File: config.mk
export PLATFORM = sky130hd
export DESIGN_NAME = indexed_insert_remove_array_flat
export DESIGN_NICKNAME = d
export VERILOG_FILES = /design/src/sv/iira_pkg.sv /design/src/sv/iira_cmd_if.sv /design/src/sv/iira_rsp_if.sv /design/src/sv/iira_ram.sv /design/src/sv/indexed_insert_remove_array.sv /design/src/flat_wrapper.sv
export SDC_FILE = /design/constraint.sdc
export NUM_CORES = 1
export LEC_CHECK = 0
export BUFFER_PORTS_ARGS = -buffer_cell sky130_fd_sc_hd__buf_2
export CAP_MARGIN = 10
export CORE_MARGIN = 2
export CORE_UTILIZATION = 55
export DETAILED_ROUTE_END_ITERATION = 10
export HOLD_SLACK_MARGIN = 0.12
export PLACE_DENSITY = 0.75
export REMOVE_ABC_BUFFERS = 1
export SYNTH_ARGS = -nofsm -noshare
export SYNTH_HDL_FRONTEND = slang
export SYNTH_SLANG_ARGS = --single-unit
File: constraint.sdc
create_clock -name clk -period 6.1 [get_ports clk]
set_clock_uncertainty 0.05 [all_clocks]
set_input_delay 0.915 -clock clk [delete_from_list [all_inputs] [get_ports clk]]
set_output_delay 0.915 -clock clk [all_outputs]
set_load 0.005 [all_outputs]
File: src/sv/iira_pkg.sv
// Package for the indexed insert/remove array: sizes, command and status codes, sequencer states.
`default_nettype none
package iira_pkg;

	localparam int DEPTH   = 16;
	localparam int ADDR_W  = (DEPTH > 1) ? $clog2(DEPTH) : 1;
	localparam int LEN_W   = $clog2(DEPTH + 1);

	localparam int CMD_W   = 3;
	localparam int POS_W   = 5;
	localparam int DATA_W  = 32;
	localparam int SIZE_W  = 5;
	localparam int OLEN_W  = 5;
	localparam int STAT_W  = 2;

	// common width for index and length compares
	localparam int CMP_W   = (LEN_W > POS_W) ? LEN_W : POS_W;

	typedef enum logic [CMD_W-1:0] {
		CMD_READ    = 3'd0,
		CMD_WRITE   = 3'd1,
		CMD_INSERT  = 3'd2,
		CMD_REMOVE  = 3'd3,
		CMD_RESIZE  = 3'd4,
		CMD_REALLOC = 3'd5,
		CMD_CLEAR   = 3'd6
	} cmd_t;

	typedef enum logic [STAT_W-1:0] {
		ST_OK    = 2'd0,
		ST_RANGE = 2'd1,
		ST_FULL  = 2'd2
	} status_t;

	typedef enum logic [2:0] {
		S_IDLE,
		S_EXEC,
		S_RD_WAIT,
		S_SHIFT_RD,
		S_SHIFT_WR,
		S_DONE
	} state_t;

endpackage
`default_nettype wire

File: src/sv/iira_cmd_if.sv
// Command channel: valid/ready handshake with the command payload.
`default_nettype none
interface iira_cmd_if;
	import iira_pkg::*;

	logic                     valid;
	logic                     ready;
	logic [CMD_W-1:0]         command;
	logic [POS_W-1:0]         position;
	logic signed [DATA_W-1:0] item_value;
	logic [SIZE_W-1:0]        new_size;

	modport source (output valid, output command, output position, output item_value,
		output new_size, input ready);
	modport sink (input valid, input command, input position, input item_value,
		input new_size, output ready);
endinterface
`default_nettype wire

File: src/sv/iira_rsp_if.sv
// Response channel: valid/ready handshake with the result payload.
`default_nettype none
interface iira_rsp_if;
	import iira_pkg::*;

	logic                     valid;
	logic                     ready;
	logic signed [DATA_W-1:0] read_data;
	logic [OLEN_W-1:0]        current_length;
	logic [STAT_W-1:0]        status;

	modport source (output valid, output read_data, output current_length, output status,
		input ready);
	modport sink (input valid, input read_data, input current_length, input status,
		output ready);
endinterface
`default_nettype wire

File: src/sv/iira_ram.sv
// Generic single-write, single-read RAM with registered read data.
`default_nettype none
module iira_ram #(
	parameter int WIDTH = 32,
	parameter int DEPTH = 16,
	parameter int AW    = (DEPTH > 1) ? $clog2(DEPTH) : 1
) (
	input  wire logic             clk,
	input  wire logic             we,
	input  wire logic [AW-1:0]    waddr,
	input  wire logic [WIDTH-1:0] wdata,
	input  wire logic             re,
	input  wire logic [AW-1:0]    raddr,
	output logic      [WIDTH-1:0] rdata
);

	logic [WIDTH-1:0] mem [DEPTH];

	always_ff @(posedge clk) begin
		if (we) begin
			mem[waddr] <= wdata;
		end
		if (re) begin
			rdata <= mem[raddr];
		end
	end

endmodule
`default_nettype wire

File: src/sv/indexed_insert_remove_array.sv
// Top level of the indexed insert/remove array: command sequencer, valid bits and result register.
//
// Bounded list of signed 32-bit words in a RAM of DEPTH entries with a current
// length. One command is taken at a time; cmd.ready is high only while the
// sequencer is idle. A command goes from its transfer through an execute state
// to a done state, which loads its result into the response register once that
// register is free (read: with a wait state for the RAM data between), except
// insert and remove, which move one entry at a time, a read state then a write
// state, through the single RAM port pair and one shared index step/compare unit. The
// sequencer is idle again in the cycle after the load, and that cycle can already
// carry the next command transfer. The response register lets a
// new command start while the previous result still waits on rsp.ready. Each
// entry has a valid bit in flip-flops that reset clears at once; an entry that is
// not valid reads as zero, so reset, resize, reallocate and clear need no sweep.
// A bad index, an oversized length or an insert into a full list leaves
// everything unchanged and reports its status.
`default_nettype none
module indexed_insert_remove_array (
	input  wire logic clk,
	input  wire logic arst_n,
	iira_cmd_if.sink   cmd,
	iira_rsp_if.source rsp
);
	import iira_pkg::*;

	state_t                   state_q, state_d;
	logic [CMD_W-1:0]         cmd_q;
	logic [CMP_W-1:0]         pos_q;
	logic signed [DATA_W-1:0] val_q;
	logic [CMP_W-1:0]         req_q;
	logic [LEN_W-1:0]         len_q;
	logic [LEN_W-1:0]         idx_q;
	logic [DEPTH-1:0]         vld_q;
	logic                     src_vld_q;
	logic signed [DATA_W-1:0] rd_data_q;
	status_t                  status_q;
	status_t                  exec_status;

	logic                     rsp_valid_q;
	logic signed [DATA_W-1:0] rsp_data_q;
	logic [OLEN_W-1:0]        rsp_len_q;
	status_t                  rsp_status_q;

	// RAM port
	logic              ram_we, ram_re;
	logic [ADDR_W-1:0] ram_waddr, ram_raddr;
	logic [DATA_W-1:0] ram_wdata, ram_rdata;

	// compares and the shared index step
	logic [CMP_W-1:0] len_ext, idx_ext, step_ext;
	logic [LEN_W-1:0] idx_step;
	logic             is_ins, pos_lt_len, pos_gt_len, full, req_big, at_end, out_free;
	logic             cmd_xfer;

	assign cmd_xfer   = cmd.valid && cmd.ready;
	assign out_free   = !rsp_valid_q || rsp.ready;

	assign len_ext    = CMP_W'(len_q);
	assign idx_ext    = CMP_W'(idx_q);
	assign is_ins     = (cmd_q == CMD_INSERT);
	// insert walks down from the tail, remove walks up from the hole
	assign idx_step   = is_ins ? (idx_q - LEN_W'(1)) : (idx_q + LEN_W'(1));
	assign step_ext   = CMP_W'(idx_step);
	assign pos_lt_len = (pos_q < len_ext);
	assign pos_gt_len = (pos_q > len_ext);
	assign full       = (len_ext >= CMP_W'(DEPTH));
	assign req_big    = (req_q > CMP_W'(DEPTH));
	assign at_end     = is_ins ? (idx_ext == pos_q) : (step_ext == len_ext);

	// status of the captured command; range check wins over the full check
	always_comb begin
		exec_status = ST_OK;
		case (cmd_q)
			CMD_READ, CMD_WRITE, CMD_REMOVE: begin
				if (!pos_lt_len) exec_status = ST_RANGE;
			end
			CMD_INSERT: begin
				if (pos_gt_len) exec_status = ST_RANGE;
				else if (full) exec_status = ST_FULL;
			end
			CMD_RESIZE, CMD_REALLOC: begin
				if (req_big) exec_status = ST_RANGE;
			end
			default: ;
		endcase
	end

	iira_ram #(
		.WIDTH (DATA_W),
		.DEPTH (DEPTH)
	) u_ram (
		.clk   (clk),
		.we    (ram_we),
		.waddr (ram_waddr),
		.wdata (ram_wdata),
		.re    (ram_re),
		.raddr (ram_raddr),
		.rdata (ram_rdata)
	);

	// next state
	always_comb begin
		state_d = state_q;
		case (state_q)
			S_IDLE: begin
				if (cmd_xfer) state_d = S_EXEC;
			end
			S_EXEC: begin
				case (cmd_q)
					CMD_READ:   state_d = pos_lt_len ? S_RD_WAIT : S_DONE;
					CMD_INSERT: state_d = (!pos_gt_len && !full) ? S_SHIFT_RD : S_DONE;
					CMD_REMOVE: state_d = pos_lt_len ? S_SHIFT_RD : S_DONE;
					default:    state_d = S_DONE;
				endcase
			end
			S_RD_WAIT:  state_d = S_DONE;
			S_SHIFT_RD: state_d = at_end ? S_DONE : S_SHIFT_WR;
			S_SHIFT_WR: state_d = S_SHIFT_RD;
			S_DONE: begin
				if (out_free) state_d = S_IDLE;
			end
			default:    state_d = S_IDLE;
		endcase
	end

	// RAM controls
	always_comb begin
		ram_we    = 1'b0;
		ram_re    = 1'b0;
		ram_waddr = pos_q[ADDR_W-1:0];
		ram_raddr = pos_q[ADDR_W-1:0];
		ram_wdata = val_q;
		case (state_q)
			S_EXEC: begin
				if (cmd_q == CMD_READ && pos_lt_len) ram_re = 1'b1;
				if (cmd_q == CMD_WRITE && pos_lt_len) ram_we = 1'b1;
			end
			S_SHIFT_RD: begin
				if (at_end) begin
					// insert drops the new value into the opened slot
					ram_we = is_ins;
				end else begin
					ram_re    = 1'b1;
					ram_raddr = idx_step[ADDR_W-1:0];
				end
			end
			S_SHIFT_WR: begin
				ram_we    = 1'b1;
				ram_waddr = idx_q[ADDR_W-1:0];
				ram_wdata = ram_rdata;
			end
			default: ;
		endcase
	end

	always_ff @(posedge clk or negedge arst_n) begin
		if (!arst_n) begin
			state_q     <= S_IDLE;
			len_q       <= '0;
			vld_q       <= '0;
			rsp_valid_q <= 1'b0;
		end else begin
			state_q <= state_d;
			if (state_q == S_DONE && out_free) begin
				rsp_valid_q <= 1'b1;
			end else if (rsp.ready) begin
				rsp_valid_q <= 1'b0;
			end
			case (state_q)
				S_EXEC: begin
					rd_data_q <= '0;
					status_q  <= exec_status;
					src_vld_q <= vld_q[pos_q[ADDR_W-1:0]];
					case (cmd_q)
						CMD_WRITE: begin
							if (pos_lt_len) vld_q[pos_q[ADDR_W-1:0]] <= 1'b1;
						end
						CMD_INSERT: begin
							idx_q <= len_q;
						end
						CMD_REMOVE: begin
							idx_q <= pos_q[LEN_W-1:0];
						end
						CMD_RESIZE: begin
							if (!req_big) begin
								// entries past the new length read as zero
								for (int i = 0; i < DEPTH; i++) begin
									if (CMP_W'(i) >= req_q) vld_q[i] <= 1'b0;
								end
								len_q <= req_q[LEN_W-1:0];
							end
						end
						CMD_REALLOC: begin
							if (!req_big) begin
								vld_q <= '0;
								len_q <= req_q[LEN_W-1:0];
							end
						end
						CMD_CLEAR: begin
							vld_q <= '0;
							len_q <= '0;
						end
						default: ;
					endcase
				end
				S_RD_WAIT: begin
					rd_data_q <= src_vld_q ? ram_rdata : '0;
				end
				S_SHIFT_RD: begin
					if (at_end) begin
						if (is_ins) begin
							vld_q[pos_q[ADDR_W-1:0]] <= 1'b1;
							len_q <= len_q + LEN_W'(1);
						end else begin
							vld_q[idx_q[ADDR_W-1:0]] <= 1'b0;
							len_q <= len_q - LEN_W'(1);
						end
					end else begin
						src_vld_q <= vld_q[idx_step[ADDR_W-1:0]];
					end
				end
				S_SHIFT_WR: begin
					vld_q[idx_q[ADDR_W-1:0]] <= src_vld_q;
					idx_q <= idx_step;
				end
				S_DONE: begin
					if (out_free) begin
						rsp_data_q   <= rd_data_q;
						rsp_len_q    <= len_ext[OLEN_W-1:0];
						rsp_status_q <= status_q;
					end
				end
				default: ;
			endcase
		end
	end

	// command capture on transfer
	always_ff @(posedge clk) begin
		if (cmd_xfer) begin
			cmd_q <= cmd.command;
			pos_q <= CMP_W'(cmd.position);
			val_q <= cmd.item_value;
			req_q <= CMP_W'(cmd.new_size);
		end
	end

	assign cmd.ready          = (state_q == S_IDLE);
	assign rsp.valid          = rsp_valid_q;
	assign rsp.read_data      = rsp_data_q;
	assign rsp.current_length = rsp_len_q;
	assign rsp.status         = rsp_status_q;

endmodule
`default_nettype wire

File: src/flat_wrapper.sv
// flat-port wrapper written by rule: the top's interface ports become plain ports
module indexed_insert_remove_array_flat import iira_pkg::*;
  (clk, arst_n, cmd_valid, cmd_command, cmd_position, cmd_item_value, cmd_new_size, cmd_ready, rsp_valid, rsp_read_data, rsp_current_length, rsp_status, rsp_ready);
  iira_cmd_if cmd_i ();
  iira_rsp_if rsp_i ();
  input  wire logic clk;
  input  wire logic arst_n;
  input wire logic [$bits(cmd_i.valid)-1:0] cmd_valid;
  input wire logic [$bits(cmd_i.command)-1:0] cmd_command;
  input wire logic [$bits(cmd_i.position)-1:0] cmd_position;
  input wire logic [$bits(cmd_i.item_value)-1:0] cmd_item_value;
  input wire logic [$bits(cmd_i.new_size)-1:0] cmd_new_size;
  output wire logic [$bits(cmd_i.ready)-1:0] cmd_ready;
  output wire logic [$bits(rsp_i.valid)-1:0] rsp_valid;
  output wire logic [$bits(rsp_i.read_data)-1:0] rsp_read_data;
  output wire logic [$bits(rsp_i.current_length)-1:0] rsp_current_length;
  output wire logic [$bits(rsp_i.status)-1:0] rsp_status;
  input wire logic [$bits(rsp_i.ready)-1:0] rsp_ready;
  assign cmd_i.valid = cmd_valid;
  assign cmd_i.command = cmd_command;
  assign cmd_i.position = cmd_position;
  assign cmd_i.item_value = cmd_item_value;
  assign cmd_i.new_size = cmd_new_size;
  assign cmd_ready = cmd_i.ready;
  assign rsp_valid = rsp_i.valid;
  assign rsp_read_data = rsp_i.read_data;
  assign rsp_current_length = rsp_i.current_length;
  assign rsp_status = rsp_i.status;
  assign rsp_i.ready = rsp_ready;
  indexed_insert_remove_array u_core (.clk(clk), .arst_n(arst_n), .cmd(cmd_i), .rsp(rsp_i));
endmodule
### After elaboration in Yosys (flattened, before gate mapping)

Memory sizes are Yosys's and may differ from the RTL's. A register that Yosys moved wholly into a read port is not among the register bits.
Index checks and enable logic that the tools add are counted.

| operators by class | value |
|---|---|
| add/subtract/negate cells | 4 |
| order comparisons | 25 |
| eq/ne operators | 40 |
| muxes and demuxes | 72 |
| bitwise gates (word level) | 3 |
| reductions and logical operators | 43 |

Operators with widths:

| cell | number |
|---|---|
| AND reduction 7 bit | 16 |
| 2-to-1 mux 16 bit | 5 |
| 2-to-1 mux 32 bit | 2 |
| one-hot mux 16 bit (4 select lines) | 1 |
| one-hot mux 32 bit (2 select lines) | 1 |
| inequality test 3 x 2 -> 1 bit, second input constant | 18 |
| one-hot mux 16 bit (3 select lines) | 1 |
| greater-or-equal comparator 4 x 5 -> 1 bit, first input constant | 8 |
| one-hot mux 5 bit (2 select lines) | 4 |
| 2-to-1 mux 1 bit | 33 |
| greater-or-equal comparator 3 x 5 -> 1 bit, first input constant | 4 |
| 2-to-1 mux 5 bit | 4 |
| one-hot mux 3 bit (6 select lines) | 1 |
| AND 16 bit | 1 |
| bitwise mux 16 bit | 1 |
| inverter 16 bit | 1 |
| bitwise OR 16 bit | 1 |
| == test 3 bit, second input constant | 5 |
| less-than comparator 4 x 5 -> 1 bit, second input constant | 3 |
| 2-to-1 mux 3 bit | 5 |
| == test 3 x 2 -> 1 bit, second input constant | 4 |
| 2-to-1 mux 4 bit | 3 |
| inequality test 3 bit, second input constant | 4 |
| adder 5 x 1 -> 5 bit, second input constant | 2 |
| 31 further kinds | 59 |

| word-level totals | value |
|---|---|
| register bits | 149 |
| bits in writable memories | 512 |
| input port bits | 49 |
| output and inout port bits | 41 |
| logic and storage cells | 218 |
| memories kept | 1 |

Memory list:

| name | words | bits a word | read ports | clocked after memory_dff | wr ports | line | RTL |
|---|---|---|---|---|---|---|---|
| u_core.u_ram.mem | 16 | 32 | 1 | 1 | 1 | iira_ram.sv:17 | `logic [WIDTH-1:0] mem [DEPTH];` |

### Longest topological paths before layout

Gate-level depths: netlist (run 1).

| depth | value |
|---|---|
| word-level depth | 9 |
| gate-level depth with buffers | 15 |
| gate-level depth less buffers | 12 |

### By module

From an unflattened synthesis (run 1), not the netlist that was laid out.

| unflattened totals | value |
|---|---|
| cells, all modules | 1556 |
| area, all modules | 27975.6 µm² |

By module, submodules not included:

| module | instances | cells each | area each (µm²) | seq. area each (µm²) |
|---|---|---|---|---|
| iira_ram | 1 | 838 | 20155.6 | 16335.7 |
| indexed_insert_remove_array | 1 | 718 | 7820.0 | 4349.2 |

### Least setup slack after synthesis (run 1)

No wires, ideal clock.

| path | value |
|---|---|
| path type | register to register |
| start point | reg u_core.cmd_q[2] |
| end point | mem u_core.u_ram.mem[4][0], enable pin |
| library setup time | 0.421 ns |
| arrival time | 4.396 ns |
| data required time | 5.629 ns |
| setup slack | 1.233 ns |
| cell stages (with the launch flop) | 13 |
| buffers on the path | 1 |
| period minus slack after synthesis | 4.867 ns |
| path through | edfxtp_1 nor3b_4 inv_2 xnor2_1 ha_1 clkbuf_1 xor2_1 nor4_1 a31o_2 nand2_1 o21ai_0 o21ai_0 nor2_1 |

| on the way | value |
|---|---|
| cells in the longest elaborated chain, start to end | 8 |
| elaborated cells on any way between the ends | 11 |
| those cells by class | eq/ne: 3; mux: 7; reduce/logical: 1 |

RTL lines:

| what | line | RTL |
|---|---|---|
| start, declared | indexed_insert_remove_array.sv:27 | `logic [CMD_W-1:0] cmd_q;` |
| start signal, assigned | indexed_insert_remove_array.sv:241 | `cmd_q <= cmd.command;` |
| == test 3 x 2 -> 1 bit | indexed_insert_remove_array.sv:60 | `assign is_ins = (cmd_q == CMD_INSERT);` |
| 2-to-1 mux 5 bit | indexed_insert_remove_array.sv:62 | `assign idx_step = is_ins ? (idx_q - LEN_W'(1)) : (idx_q + LEN_W'(1));` |
| == test 5 bit | indexed_insert_remove_array.sv:68 | `assign at_end = is_ins ? (idx_ext == pos_q) : (step_ext == len_ext);` |
| 2-to-1 mux 1 bit | indexed_insert_remove_array.sv:68 |  |
| 2-to-1 mux 1 bit | indexed_insert_remove_array.sv:139 | `if (at_end) begin` |
| one-hot mux 1 bit (3 select lines) (*) | indexed_insert_remove_array.sv:133 | `case (state_q)` |
| 2-to-1 mux 1 bit (*) | iira_ram.sv:20 | `if (we) begin` |
| 2-to-1 mux 1 bit (not written as such) (*) | iira_ram.sv:21 | `mem[waddr] <= wdata;` |
| end, declared | iira_ram.sv:17 |  |

Every way passes the cells marked *; elsewhere a longest branch is shown, timed or not.

### Worst setup path in the final report (run 1)

| path | value |
|---|---|
| start point | reg u_core.cmd_q[2] |
| end point | mem u_core.u_ram.mem[9][8], enable pin |

Same word-level chain as after synthesis.

==> results of run 1 <==
report_power, final:
part           leakage, nW  switching [mW]  internal, mW  total (mW)
registers             6.38           0.280          6.19        6.47
logic                 3.80            2.08          1.06        3.14
clock network         1.08            1.77          2.38        4.15
total                 11.3            4.12          9.63        13.8
flip-flops by register name, summed over array words and instances (netlist names):
signal                     count
u_core.state_q                 3
u_core.cmd_q                   3
u_core.rsp.status              2
u_core.vld_q                  16
u_core.u_ram.rdata            32
u_core.src_vld_q               1
u_core.val_q                  32
u_core.u_ram.mem             512
u_core.idx_ext                 5
u_core.rd_data_q              32
u_core.pos_q                   5
u_core.rsp.current_length      5
u_core.status_q                2
u_core.rsp.read_data          32
u_core.req_q                   5
u_core.rsp.valid               1
u_core.len_ext                 5
stage by stage:
stage	area [um2]	power [mW]	utilization, %	setup WS, ns	hold WS [ns]
final	31700	13.8	63.4	0.712	0.276
after detailed placement	29500	9.66	58.9	0.909	0.355
after global routing	31700	14.3	63.4	0.421	0.311
after global placement	29500	9.56	58.9	0.920	0.350
after floorplan	27400	8.94	-	-11.83	0.350
after CTS	31700	13.8	63.4	0.892	0.266
cell type report:
class                   instances  area, um2
diodes                          1       2.50
clock buffers                  90       1890
clock inverters                35        334
fillers                      3536      18300
inverters                      10       37.5
multi-input cells             922       6950
flip-flops and latches        693      20700
well taps                     672        841
repair buffers                139        993
Yosys cell counts, drive strengths merged, types with 11 or more instances:
cell | n | share of area, %
edfxtp | 668 | 72
nand2 | 131 | 1.8
nand2b | 11 | 0.25
o21ai | 43 | 0.77
dfrtp | 25 | 2.2
mux2i | 269 | 9.7
buf | 49 | 0.86
a21oi | 41 | 0.74
xnor2 | 15 | 0.47
nor3 | 15 | 0.29
clkbuf | 51 | 0.69
or4 | 33 | 0.89
o22ai | 131 | 2.9
nor2 | 69 | 0.96
o32a | 11 | 0.40
and2 | 35 | 0.79
path summary, 6_finish.rpt:
check,startpoint,endpoint,slack [ns],cells past startpoint
min in group clk,u_core.rd_data_q[2],u_core.rsp.read_data[2],0.37,0
worst max register to register,u_core.cmd_q[2],u_core.u_ram.mem[9][8],0.71,12
worst min-delay path,arst_n,u_core.vld_q[1],0.28,2
max in group asynchronous,arst_n,u_core.vld_q[8],5.40,2
worst max-delay path,u_core.cmd_q[2],u_core.u_ram.mem[9][8],0.71,12
worst min register to register,u_core.rd_data_q[2],u_core.rsp.read_data[2],0.37,0
logic make-up (layout without fill, tap and decap cells):
kind of cell	Yosys count	count (layout)	synth area share [%]
flip-flops	693	693	74.3
AND/OR/NAND/NOR	327	327	5.79
AO/OA/AOI/OAI	284	284	6.60
multiplexers	281	281	10.5
buffers and inverters	110	274	1.68
XOR/XNOR	20	20	0.678
adder cells (fa/ha/maj)	10	10	0.476
other	0	1	0
critical path, cell delays in order (launching register included):
cell and delay [ns]:
edfxtp_1 0.60, nor3b_4 0.37, inv_2 0.19, xnor2_1 0.16
ha_1 0.45, xor2_1 0.19, nor4_1 0.57, a31o_2 0.34
nand2_1 0.17, o21ai_0 0.60, o21ai_0 0.62, nor2_4 0.23
buf_4 0.46
layer usage:
| layer | vias to the layer above | global-route usage [%] | share of wire (%) |
|---|---|---|---|
| li1 | 7014 | - | - |
| met1 | 8049 | 35.0 | 42 |
| met2 | 793 | 39.1 | 47 |
| met3 | 139 | 5.37 | 8.5 |
| met4 | 2 | 8.87 | 2.7 |
| met5 | - | 0 | 0.020 |
==> flow_summary.json, run 1 <==
{
  "cts_max_level": 3,
  "min_period_ns": 5.39,
  "drc": 0,
  "hpwl_um": 37400,
  "final.period_utilization_pct": 88.3,
  "core_um2": 50100,
  "end_kind": "flop",
  "p_leak_nw": 11.3,
  "port_buffers": 89,
  "slew_violations": 0,
  "synth_area_um2": 27900,
  "final_nets": 1896,
  "layout_commonest_cell": "edfxtp_1",
  "routed_wl_um": 65400,
  "cts_max_path_buffers": 3,
  "first_pass_iters": 6,
  "clk_latency_ns": 0.61,
  "start_util_pct": 55.6,
  "cts.sinks": 693,
  "drive_gt1_share_pct": 15.7,
  "power_per_cell_area_nw_per_um2": 433,
  "die_area_um2": 52500,
  "ys_warn_count": 0,
  "outcome": "finished clean",
  "fin_cells": 2562,
  "area_delta_synth_final_pct": 13.9,
  "grt_setup_unrepaired": "false",
  "critical_path_class": "flop to flop",
  "drt_iter0_drc": 1804,
  "row_count": 82,
  "ys_types": 65,
  "layout_common_cells": "edfxtp_1 (668), mux2i_1 (262), o22ai_1 (131), nand2_1 (130), buf_2 (90)",
  "grt_max_degree": 80,
  "grt_util_all_layers_pct": 25.0,
  "finalHoldViolations": 0,
  "antenna_found_initial": 3,
  "die_w_um": 229,
  "clock-root-buffer": "clkbuf_16",
  "grt-ovfl-total": 0,
  "wl_per_cell_um": 25.5,
  "netlist_instances": 1725,
  "cts_tree": "yes",
  "fin_tns_setup_ns": 0,
  "cts.repair.resized": 0,
  "vias_per_cell": 6.24,
  "relSlewSlack_pct": 19.1,
  "async_flop_share_pct": 3.61,
  "max-vdd-ir-drop_mv": 0.296,
  "fmax_mhz": 186,
  "hold_buffers": 0,
  "setup_viol": 0,
  "grt_pass1_wl_um": 97300,
  "ys.flop_type": "edfxtp_1",
  "postCtsSetupBuffers": 0,
  "place.gp.congestion": 0.912,
  "clk_pin_slew_ns": 0.07,
  "grt_pass1_vias": 15800,
  "start_kind": "flop",
  "place_inst": 2436,
  "final_antenna_net_count": 0,
  "ys_ff_latch": 693,
  "crit_arrival_ns": 5.57,
  "maxCapViolCount": 0,
  "seq_area_frac_synth_pct": 74.3,
  "required_ns": 6.28,
  "min_path_type": "input pin to asynchronous set/reset pin",
  "numCtsBuffers": 71,
  "postSynthAreaPerCell_um2": 16.1,
  "vias": 16000,
  "worst_pin_slew_ns": 1.20,
  "cp_max_fo": 32,
  "io-pin-count": 90,
  "die_h_um": 229,
  "synth-edff-count": 668
}
(Power assumes the default switching activity.)
==> run 2, diff against run 1 <==
--- a/config.mk
+++ b/config.mk
@@ -7,11 +7,13 @@
 export LEC_CHECK = 0
 export BUFFER_PORTS_ARGS = -buffer_cell sky130_fd_sc_hd__buf_2
 export CAP_MARGIN = 10
+export CELL_PAD_IN_SITES_DETAIL_PLACEMENT = 2
+export CELL_PAD_IN_SITES_GLOBAL_PLACEMENT = 2
 export CORE_MARGIN = 2
-export CORE_UTILIZATION = 55
+export CORE_UTILIZATION = 46
 export DETAILED_ROUTE_END_ITERATION = 10
 export HOLD_SLACK_MARGIN = 0.12
-export PLACE_DENSITY = 0.75
+export PLACE_DENSITY = 0.81
 export REMOVE_ABC_BUFFERS = 1
 export SYNTH_ARGS = -nofsm -noshare
 export SYNTH_HDL_FRONTEND = slang
==> run 2 against run 1 <==
Net effect: register-to-register slack got worse by 0.44 ns; largest cell class unchanged; clock-buffer cell count rose by 4; highest routed layer is now met4; global-route usage rose by 5.9 points.
==> flow_summary.json, run 2 (synthesized netlist as in run 1, its figures left out) <==
{
  "outcome": "finished clean",
  "min_path_type": "input pin to asynchronous set/reset pin",
  "wl_per_cell_um": 35.9,
  "maxCapViolCount": 0,
  "final_util_pct": 53.1,
  "critical_path_class": "flop to flop",
  "min_period_ns": 5.83,
  "crit_arrival_ns": 6.10,
  "final_antenna_net_count": 0,
  "place_area_um2": 29600,
  "start_util_pct": 46.3,
  "total_power_mw": 14.5,
  "crit_chain": "nor3b_4 > inv_2 > xnor2_1 > ha_1 > xor2_1 > nor4_2 > a31o_2 > nand2_1 > o21ai_0 > nand2_1 > nor2_4 > buf_12",
  "postCtsSetupBuffers": 0,
  "place_ws_ns": 0.537,
  "core_um2": 60100,
  "vias_per_cell": 6.41,
  "rr_worst_depth": 12,
  "cts_max_path_buffers": 3,
  "grt_pass1_wl_um": 138000,
  "first_pass_iters": 7,
  "layout_common_cells": "edfxtp_1 (668), mux2i_1 (262), o22ai_1 (131), nand2_1 (130), buf_2 (89)",
  "grt_setup_unrepaired": "false",
  "die_area_um2": 62500,
  "p_switching_mw": 4.77,
  "area_delta_synth_final_pct": 14.6,
  "hpwl_um": 57100,
  "cts_tree": "yes",
  "max-vdd-ir-drop_mv": 0.274,
  "die_w_um": 250,
  "diodes": 0,
  "place_inst": 2546,
  "fin_cells": 2680,
  "finalHoldViolations": 0,
  "worst_pin_slew_ns": 1.30,
  "drive_gt1_share_pct": 16.0,
  "antenna_found_initial": 2,
  "numCtsBuffers": 75,
  "clk_latency_ns": 0.64,
  "layout_commonest_cell": "edfxtp_1",
  "required_ns": 6.37,
  "postLayoutCellArea_um2": 31900,
  "clockPowerShare_pct": 30.4,
  "power.internal_mw": 9.72,
  "grt_util_all_layers_pct": 30.8,
  "cts.sinks": 693,
  "fin_tns_setup_ns": 0,
  "cp_max_fo": 22,
  "combPwrFrac_pct": 24.3,
  "worst-path-stages": 12,
  "p_leak_nw": 11.3,
  "clk_pin_slew_ns": 0.07,
  "setup_viol": 0,
  "fmax_mhz": 172,
  "p_sw_share_pct": 32.9,
  "final_nets": 1900,
  "start_kind": "flop",
  "vias": 17200,
  "port_buffers": 89,
  "routed_wl_um": 96100,
  "crit_path_max_incr_delay_ns": 0.74,
  "crit_family": "simple AND/OR/NAND/NOR gates",
  "grt-ovfl-total": 0,
  "die_h_um": 250,
  "setup_ws_ns": 0.269,
  "largest_reg_flops": 512,
  "cts.repair.resized": 0,
  "grt_max_degree": 78,
  "largest_register": "u_core.u_ram.mem",
  "seq_power_share_pct": 45.2,
  "relSlewSlack_pct": 13.4,
  "place.gp.congestion": 0.839,
  "final.period_utilization_pct": 95.6,
  "io-pin-count": 90,
  "hold_buffers": 0,
  "critical_path.slowest_cell": "o21ai_0",
  "drc": 0,
  "grt_pass1_vias": 18900,
  "crit_top_cell": "nand2_1",
  "slew_violations": 0,
  "drt_iter0_drc": 1607,
  "crit_buf_inv": 2,
  "clock-root-buffer": "clkbuf_16",
  "whs_ns": 0.288,
  "cts_max_level": 3,
  "end_kind": "flop",
  "row_count": 90,
  "power_per_cell_area_nw_per_um2": 454
}
==> run 2: final cells by class <==
class / instances / area (um2)
clock inverter: 40 / 298
timing repair buffer: 139 / 946
inverter: 10 / 37.5
sequential: 693 / 20700
tap: 782 / 978
multi-input combinational: 922 / 6960
fill: 5336 / 28200
clock buffer: 94 / 2010
==> run 2: per-layer routing <==
metal  vias up  GRT usage (%)  wire length [um]
met5         -              0                 0
met4         0           13.3              4280
met3       253           4.18              4950
met2       738           54.1             49400
met1      9184           38.3             37500
li1       7013              -                 -
==> run 2: final timing paths <==
check                                         start  slack (ns)                  endpoint
min in group clk                u_core.rd_data_q[3]        0.37   u_core.rsp.read_data[3]
max in group asynchronous                    arst_n        5.21          u_core.rsp.valid
worst min-delay path                         arst_n        0.29          u_core.vld_q[11]
worst min register to register  u_core.rd_data_q[3]        0.37   u_core.rsp.read_data[3]
worst max register to register      u_core.cmd_q[2]        0.27  u_core.u_ram.mem[14][24]
worst max-delay path                u_core.cmd_q[2]        0.27  u_core.u_ram.mem[14][24]
==> run 2: power groups by stage <==
stage,clock [mW],sequential [mW],combinational (mW)
global placement,0,6.56,3.06
detailed placement,0,6.62,3.41
CTS,4.46,6.54,3.48
global route,4.61,6.58,3.70
finish,4.41,6.55,3.53
floorplan,0,6.47,2.47
